--- src/rtl/lfu_pkg.sv ---
// Shared types and constants of the LFU cache table.
package lfu_pkg;

    localparam int KEY_W   = 32;
    localparam int VAL_W   = 32;
    localparam int COUNT_W = 32;
    localparam int STAMP_W = 48;
    localparam int CAP_W   = 5;
    // Slot numbers are carried at a fixed width that covers up to 256 cells.
    localparam int SLOT_W  = 8;

    localparam logic [CAP_W-1:0]   CAP_RESET   = CAP_W'(16);
    localparam logic [VAL_W-1:0]   READ_MISS   = {VAL_W{1'b1}};
    localparam logic [COUNT_W-1:0] COUNT_FIRST = COUNT_W'(1);

    typedef struct packed {
        logic                    req_type;
        logic signed [KEY_W-1:0] lookup_key;
        logic signed [VAL_W-1:0] store_value;
    } req_t;

    typedef struct packed {
        logic                    hit;
        logic signed [VAL_W-1:0] read_value;
        logic                    evicted;
    } rsp_t;

    typedef enum logic [1:0] {
        OP_NONE   = 2'd0,
        OP_TOUCH  = 2'd1,
        OP_WRITE  = 2'd2,
        OP_INSERT = 2'd3
    } op_t;

    typedef struct packed {
        logic                match;
        logic [SLOT_W-1:0]   match_idx;
        logic [VAL_W-1:0]    match_value;
        logic                victim_ok;
        logic [SLOT_W-1:0]   victim_idx;
        logic [COUNT_W-1:0]  victim_count;
        logic [STAMP_W-1:0]  victim_stamp;
        logic                free_ok;
        logic [SLOT_W-1:0]   free_idx;
    } scan_t;

    typedef struct packed {
        op_t                 op;
        logic [SLOT_W-1:0]   idx;
        logic [KEY_W-1:0]    key;
        logic [VAL_W-1:0]    value;
        logic [STAMP_W-1:0]  stamp;
    } wr_t;

endpackage

--- src/rtl/lfu_cell.sv ---
// One cache entry that updates the passing scan record and applies write commands.
module lfu_cell #(
    parameter int CELL_IDX = 0
) (
    input  logic                       clk,
    input  logic                       rst_n,
    input  logic [lfu_pkg::KEY_W-1:0]  key,
    input  logic                       tok_in_valid,
    input  lfu_pkg::scan_t             tok_in,
    output logic                       tok_out_valid,
    output lfu_pkg::scan_t             tok_out,
    input  lfu_pkg::wr_t               wr
);

    localparam logic [lfu_pkg::SLOT_W-1:0] MY_IDX = lfu_pkg::SLOT_W'(CELL_IDX);

    logic                          valid_reg;
    logic                          valid_next;
    logic [lfu_pkg::KEY_W-1:0]     key_reg;
    logic [lfu_pkg::KEY_W-1:0]     key_next;
    logic [lfu_pkg::VAL_W-1:0]     value_reg;
    logic [lfu_pkg::VAL_W-1:0]     value_next;
    logic [lfu_pkg::COUNT_W-1:0]   count_reg;
    logic [lfu_pkg::COUNT_W-1:0]   count_next;
    logic [lfu_pkg::STAMP_W-1:0]   stamp_reg;
    logic [lfu_pkg::STAMP_W-1:0]   stamp_next;
    logic                          tok_valid_reg;
    lfu_pkg::scan_t                tok_reg;
    lfu_pkg::scan_t                tok_next;
    logic                          sel;
    logic [lfu_pkg::COUNT_W-1:0]   count_inc;

    always_comb
    begin
        tok_next = tok_in;
        if (valid_reg)
        begin
            if (!tok_in.match && key_reg == key)
            begin
                tok_next.match       = 1'b1;
                tok_next.match_idx   = MY_IDX;
                tok_next.match_value = value_reg;
            end
            if (!tok_in.victim_ok || count_reg < tok_in.victim_count ||
                (count_reg == tok_in.victim_count && stamp_reg < tok_in.victim_stamp))
            begin
                tok_next.victim_ok    = 1'b1;
                tok_next.victim_idx   = MY_IDX;
                tok_next.victim_count = count_reg;
                tok_next.victim_stamp = stamp_reg;
            end
        end
        else if (!tok_in.free_ok)
        begin
            tok_next.free_ok  = 1'b1;
            tok_next.free_idx = MY_IDX;
        end
    end

    assign sel       = (wr.idx == MY_IDX);
    assign count_inc = (count_reg == {lfu_pkg::COUNT_W{1'b1}}) ? count_reg
                                                               : count_reg + 1'b1;

    always_comb
    begin
        valid_next = valid_reg;
        key_next   = key_reg;
        value_next = value_reg;
        count_next = count_reg;
        stamp_next = stamp_reg;
        if (sel)
        begin
            case (wr.op)
                lfu_pkg::OP_NONE:
                begin
                end
                lfu_pkg::OP_TOUCH:
                begin
                    count_next = count_inc;
                    stamp_next = wr.stamp;
                end
                lfu_pkg::OP_WRITE:
                begin
                    value_next = wr.value;
                    count_next = count_inc;
                    stamp_next = wr.stamp;
                end
                lfu_pkg::OP_INSERT:
                begin
                    valid_next = 1'b1;
                    key_next   = wr.key;
                    value_next = wr.value;
                    count_next = lfu_pkg::COUNT_FIRST;
                    stamp_next = wr.stamp;
                end
                default:
                begin
                end
            endcase
        end
    end

    always_ff @(posedge clk or negedge rst_n)
    begin
        if (!rst_n)
        begin
            valid_reg     <= 1'b0;
            tok_valid_reg <= 1'b0;
        end
        else
        begin
            valid_reg     <= valid_next;
            tok_valid_reg <= tok_in_valid;
        end
    end

    always_ff @(posedge clk)
    begin
        key_reg   <= key_next;
        value_reg <= value_next;
        count_reg <= count_next;
        stamp_reg <= stamp_next;
        tok_reg   <= tok_next;
    end

    assign tok_out_valid = tok_valid_reg;
    assign tok_out       = tok_reg;

endmodule

--- config.mk ---
export PLATFORM = sky130hd
export DESIGN_NAME = lfu_cell
export DESIGN_NICKNAME = d
export VERILOG_FILES = /design/src/rtl/lfu_pkg.sv /design/src/rtl/lfu_cell.sv
export SDC_FILE = /design/constraint.sdc
export NUM_CORES = 1
export LEC_CHECK = 0
export ABC_AREA = 0
export BUFFER_PORTS_ARGS = -buffer_cell sky130_fd_sc_hd__buf_4
export CAP_MARGIN = 10
export CORE_MARGIN = 4
export CORE_UTILIZATION = 45
export CTS_BUF_LIST = sky130_fd_sc_hd__clkbuf_2 sky130_fd_sc_hd__clkbuf_4 sky130_fd_sc_hd__clkbuf_8
export DETAILED_ROUTE_END_ITERATION = 10
export PLACE_DENSITY = 0.77
export SETUP_SLACK_MARGIN = 0.4
export SLEW_MARGIN = 0
export SYNTH_ARGS = -nofsm -noshare
export SYNTH_HDL_FRONTEND = slang
export SYNTH_SLANG_ARGS = --single-unit
--- constraint.sdc ---
create_clock -name clk -period 13.1 [get_ports clk]
set_input_delay 1.31 -clock clk [delete_from_list [all_inputs] [get_ports clk]]
set_output_delay 1.31 -clock clk [all_outputs]
set_load 0.01 [all_outputs]
==> metrics.txt, run 1 <==
reg2reg path depth 9; met3 WL 3506 um; Largest register FFs 139; Max Root-Sink Buffers 3; top cell type by total area after synthesis edfxtp_1; unrepaired setup endpoints after global routing no; final routed DRC violation total 0; pin count of the biggest net entering global routing 50; Antenna Violating Nets Remaining 0; IO Port Bufs 435; initial antenna violation count 1; clock share of power 0.418; # setup viols final 0; highest metal used met4; first-pass GRT wire length 48350 um; Starting Density 0.4625; PwrDens 120.9 mW/mm^2; number of global-route vias before repair 9035; die width about 170 um; Placer Congestion 0.8145; cts bufs inserted 48; max-cap violations 0; top-area cell type share of the netlist area 0.3670; Critical R2R Capture tok_out[48]; Final Cycle Share 0.3134; peak supply drop ~90 uV; share of layout cells above drive strength 1 0.4549; DR vias/cell 4.910; Clk Latency, worst-skew pair 540 ps; crit start category input port; register bit count reported by yosys 285; Total Routing Usage GR 0.2170; TNS Setup 0 ps; Syn Inst Count 895; reg-to-reg slack, setup approximately 9400 ps; Pins Over Slew Limit 0; CP startpoint tok_in[88]; Setup crit end tok_out[48]; GRT Residual Overflow 0; Yosys cell types 47; Top-Level Pins 436; Cell Area, Synth 0.01178 mm^2; setup bufs post-CTS 0; Die Height 169.8 um; r2r startpoint count_reg[30]; Tmin final 4106 ps; Pleak 7.415 nW; CTS Root Cell clkbuf_8; Fmax roughly 0.24 GHz; CTS tree done; core area 0.02547 mm^2; Relative slew margins 0.3449; P_int 1.572 mW; HPWL after DPL 25470 um; Main synth FF type edfxtp_1; Hold Path Class reg -> reg; Final nets about 1700; drt wl/cell 18.86 um; # H-tree levels 2; Std-Cell Rows 58; hold_buf cts 0; Sw Share 0.2128; sequential power share 0.484; initial drt markers 322; YS warnings 0; die area between 0.02 and 0.03 mm^2; EDFF count, synth 144; Fin. Hold Viols 0; Syn-to-layout area delta 40.23%; met2 wire len 16740 um; critical path peak fanout 49; Syn Area/Cell roughly 13 um^2; largest cells by area after synthesis edfxtp_1 (37%), dfxtp_1 (24%), mux2_2 (9.6%), ha_1 (8.8%), xor2_1 (3.6%); clock sink count approximately 290; sw power 0.4250 mW; Seq/Total Area, Yosys 0.6075; actual slew at the worst max-slew pin 980.3 ps; Resized Gates After CTS 0; critical path type in -> reg; met1 WL approximately 11000 um; status complete, no violations; FFs w/ async S/R, synth 0.007018; Net Count, Synth 1274; WHS 468.8 ps; Critical Path RT 13510 ps; Worst Skew 21.54 ps; Vias 8543; Logic pwr share 0.097; register clock-pin slew on the reported worst setup and hold paths ~60 ps; Critical Path AT 4520 ps; Critical Path End Type flop; DRT Pass-1 Iters 4; Routed WL 32810 um
layer usage:
metal  up-vias  track usage
li1       4145            -
met1      3953       0.2262
met2       368       0.3900
met3        77      0.08223
met4         0      0.09275
met5         -            0
through the flow:
step                cells  instance area (um^2)  total power [mW]  utilization  worst slack (ps)
floorplan             895                 11780             1.056            -              8387
global placement     1649                 15470             1.177       0.6072              8506
detailed placement   1649                 15470             1.182       0.6072              8463
CTS                  1739                 16520             2.025       0.6485              9024
global route         1740                 16520             2.087       0.6486              8893
finish               1740                 16520             1.997       0.6486              8994
worst min-delay path by stage:
stage	start	endpoint	cells past startpoint
detailed placement	value_reg[12]	tok_out[110]	1
CTS	value_reg[23]	tok_out[121]	1
global placement	value_reg[1]	tok_out[99]	1
floorplan	value_reg[30]	tok_out[128]	1
finish	value_reg[23]	tok_out[121]	1
global route	value_reg[23]	tok_out[121]	1
Yosys cell counts (12+ instances only):
cell type and n:
xor2_1 48, nor2_1 40, a21oi_1 31, mux2_2 100, nand2_1 31, nand3_1 21
and2_1 17, ha_1 83, edfxtp_1 144, inv_1 85, nor4_1 12, xnor2_1 13
nand4_1 23, dfxtp_1 139
final cells by class:
cell class,count,area (um^2)
flip-flops and latches,285,7157
fillers,1973,8951
repair buffers,442,3318
clock inverters,6,57.56
clock buffers,84,993.5
diodes,1,2.502
inverters,85,319.1
well taps,330,412.9
multi-input cells,507,4260
power groups by stage:
stage / sequential, mW / combinational [mW] / clock [mW]
after floorplan: 0.997 / 0.0590 / 0
after global placement: 0.986 / 0.190 / 0
after detailed placement: 0.986 / 0.195 / 0
after CTS: 0.968 / 0.196 / 0.861
after global routing: 0.969 / 0.212 / 0.906
final: 0.968 / 0.194 / 0.836
critical path: stages:
cell and delay [ps]:
buf_4 80, inv_1 50, ha_1 290, nand4_1 250
nor4_1 800, and2_1 240, o41ai_1 100, and4_1 270
a21oi_4 130, buf_4 560, mux2_2 420
kinds of logic (layout without fill, tap and decap cells):
group | Yosys count | after routing | share of synthesized area
adders and majority gates | 83 | 83 | 0.08815
AOI/OAI and AO/OA | 63 | 63 | 0.03282
and+or+nand+nor | 188 | 188 | 0.08475
other | 0 | 1 | 0
DFF | 285 | 285 | 0.6075
muxes | 112 | 112 | 0.1069
xor gates and xnor gates | 61 | 61 | 0.04535
buffers and inverters | 103 | 617 | 0.03452
placed cells by master, fill, tap and decap left out, types with 9 or more instances in the layout:
cell type	instances
nor2b_1	11
nor2_1	37
xnor2_1	13
dfxtp_1	139
nor4_1	12
a21o_1	9
buf_4	442
a21oi_1	31
clkbuf_4	26
xor2_1	48
nand2_1	31
clkbuf_8	58
mux2_1	11
inv_1	85
edfxtp_1	144
ha_1	83
nand3_1	21
nand4_1	23
and2_1	17
mux2_2	100
No activity file was read; power rests on OpenSTA's default activity.
==> run 2, diff against run 1 <==
==> constraint.sdc (replaced) <==
create_clock -name clk -period 4.3 [get_ports clk]
set_input_delay 0.43 -clock clk [delete_from_list [all_inputs] [get_ports clk]]
set_output_delay 0.43 -clock clk [all_outputs]
set_load 0.01 [all_outputs]
==> run 2 against run 1 <==
Clock power increased to 3.0 times the previous value. Combinational power increased to 3.1 times the previous value. First-iteration DRC count increased by 30%. Setup slack got worse by 8300 ps. Hold slack got worse by 420 ps. Die area unchanged. Register-to-register slack got worse by 8700 ps. Utilization about the same. Critical path type is now reg -> reg. Largest cell class unchanged. Largest power group unchanged.
==> metrics.txt, run 2 (synthesis results as in run 1) <==
Pleak 7.419 nW; worst min-delay path startpoint wr[2]; die area 0.02883 mm^2; max-cap violations 0; CTS Root Cell clkbuf_8; area post-placement 0.01548 mm^2; Critical Path End Type flop; HPWL after DPL 25520 um; actual slew at the worst max-slew pin 933.1 ps; # H-tree levels 2; TNS Setup 0 ps; clock sink count 285; Worst Skew roughly 26 ps; Multi-input gate area 0.004260 mm^2; PwrDens 364.2 mW/mm^2; reg2reg path depth 9; IO Port Bufs 435; Critical Path RT 4730 ps; status complete, no violations; Std-Cell Rows 58; Worst Hold Depth 1; core area 0.02547 mm^2; CP startpoint count_reg[29]; GRT Residual Overflow 0; Total Routing Usage GR 0.2177; DR vias/cell 4.886; setup bufs post-CTS 0; Worst Hold End stamp_reg[2]; most frequent cells in the layout buf_4 (441), edfxtp_1 (144), dfxtp_1 (139); r2r startpoint count_reg[29]; Top-Level Pins 436; Tmin final 3604 ps; fillcell total 1946; initial antenna violation count 5; register clock-pin slew on the reported worst setup and hold paths 70 ps; Design Power between 6 and 7 mW; pin count of the biggest net entering global routing slightly below 50; fin area 0.01653 mm^2; Syn-to-layout area delta 40.30%; Antenna Violating Nets Remaining 0; Final Cycle Share 0.8380; # setup viols final 0; die width 169.8 um; Pins Over Slew Limit 0; cts bufs inserted 48; most common cell after layout, fill and taps aside buf_4; initial drt markers 419; critical path peak fanout 40; DRT Pass-1 Iters 4; storage element area 0.007157 mm^2; Placer Congestion 0.8627; share of layout cells above drive strength 1 0.4515; Max Root-Sink Buffers 3; Starting Density 0.4625; Final nets 1751; Routed WL 32900 um; worst setup margin 696.4 ps; drt wl/cell 18.84 um; Fin. Hold Viols 0; critical path type reg -> reg; Largest register FFs about 140; first-pass GRT wire length ~50000 um; Vias between 8000 and 9000; Critical Path AT between 4000 and 5000 ps; number of global-route vias before repair ~9000; Die Height 169.8 um; Clk Latency, worst-skew pair between 500 and 600 ps; final routed DRC violation total 0; peak supply drop 260.1 uV; CTS tree done; worst slack, placed between 500 and 600 ps; Critical R2R Capture tok_out[74]; reg-to-reg slack, setup 700 ps; Hold Path Class in -> reg; Relative slew margins 0.3764; crit start category flop; Resized Gates After CTS 0; unrepaired setup endpoints after global routing no; Fmax approximately 0.28 GHz
[run 2: changes by cell type in the layout (fill, tap and decap cells not counted), sizes merged]
cell / before / now
clkbuf: 84 / 78
clkinv: 3 / 9
diode: 1 / 5
clkinvlp: 2 / 0
dlygate4sd3: 0 / 3
inv: 85 / 86
[run 2: worst max path at each step]
stage                         endpoint
after detailed placement   tok_out[21]
after global routing       tok_out[76]
final                      tok_out[74]
after global placement     tok_out[10]
after floorplan           stamp_reg[0]
after CTS                  tok_out[76]
[run 2: layout make-up]
class | instances | area share
diodes | 5 | 0.0007569
clock buffers | 78 | 0.05586
clock inverters | 11 | 0.005072
inverters | 85 | 0.01930
multi-input cells | 507 | 0.2577
flip-flops and latches | 285 | 0.4330
well taps | 330 | 0.02498
repair buffers | 445 | 0.2033
[run 2: metrics by stage]
step,hold WS [ps],instances,util
after floorplan,134.4,895,-
after global placement,212.5,1649,0.6077
after detailed placement,215.0,1649,0.6077
after CTS,1.308,1741,0.6484
after global routing,2.150,1746,0.6489
final,51.08,1746,0.6489
[run 2: power by group]
part	internal [mW]	switching [mW]
clock network	1.42	1.06
registers	2.92	0.0250
logic	0.366	0.229
[run 2: critical path, cell delays in order, from the launching register on]
cell and delay (ps):
edfxtp_1 470, ha_1 350, nand4_1 240, nor4_1 730, and2_1 250, o41ai_1 110
and4_1 270, a21oi_4 160, buf_4 450, mux2_2 390
[run 2: metal layers]
metal  wire (um)  GRT usage  share of wire  up-vias
met4        1415    0.09520          0.043        0
met2       17030     0.3981           0.52      359
li1            -          -              -     4145
met5           0          0              0        -
met3        3297    0.07897           0.10       81
met1       11160     0.2222           0.34     3946
[run 2: repair_timing]
action                     4_1_cts  5_1_grt
setup endpoints to repair        0        0
hold endpoints to repair         4        0
hold buffers                     3        0
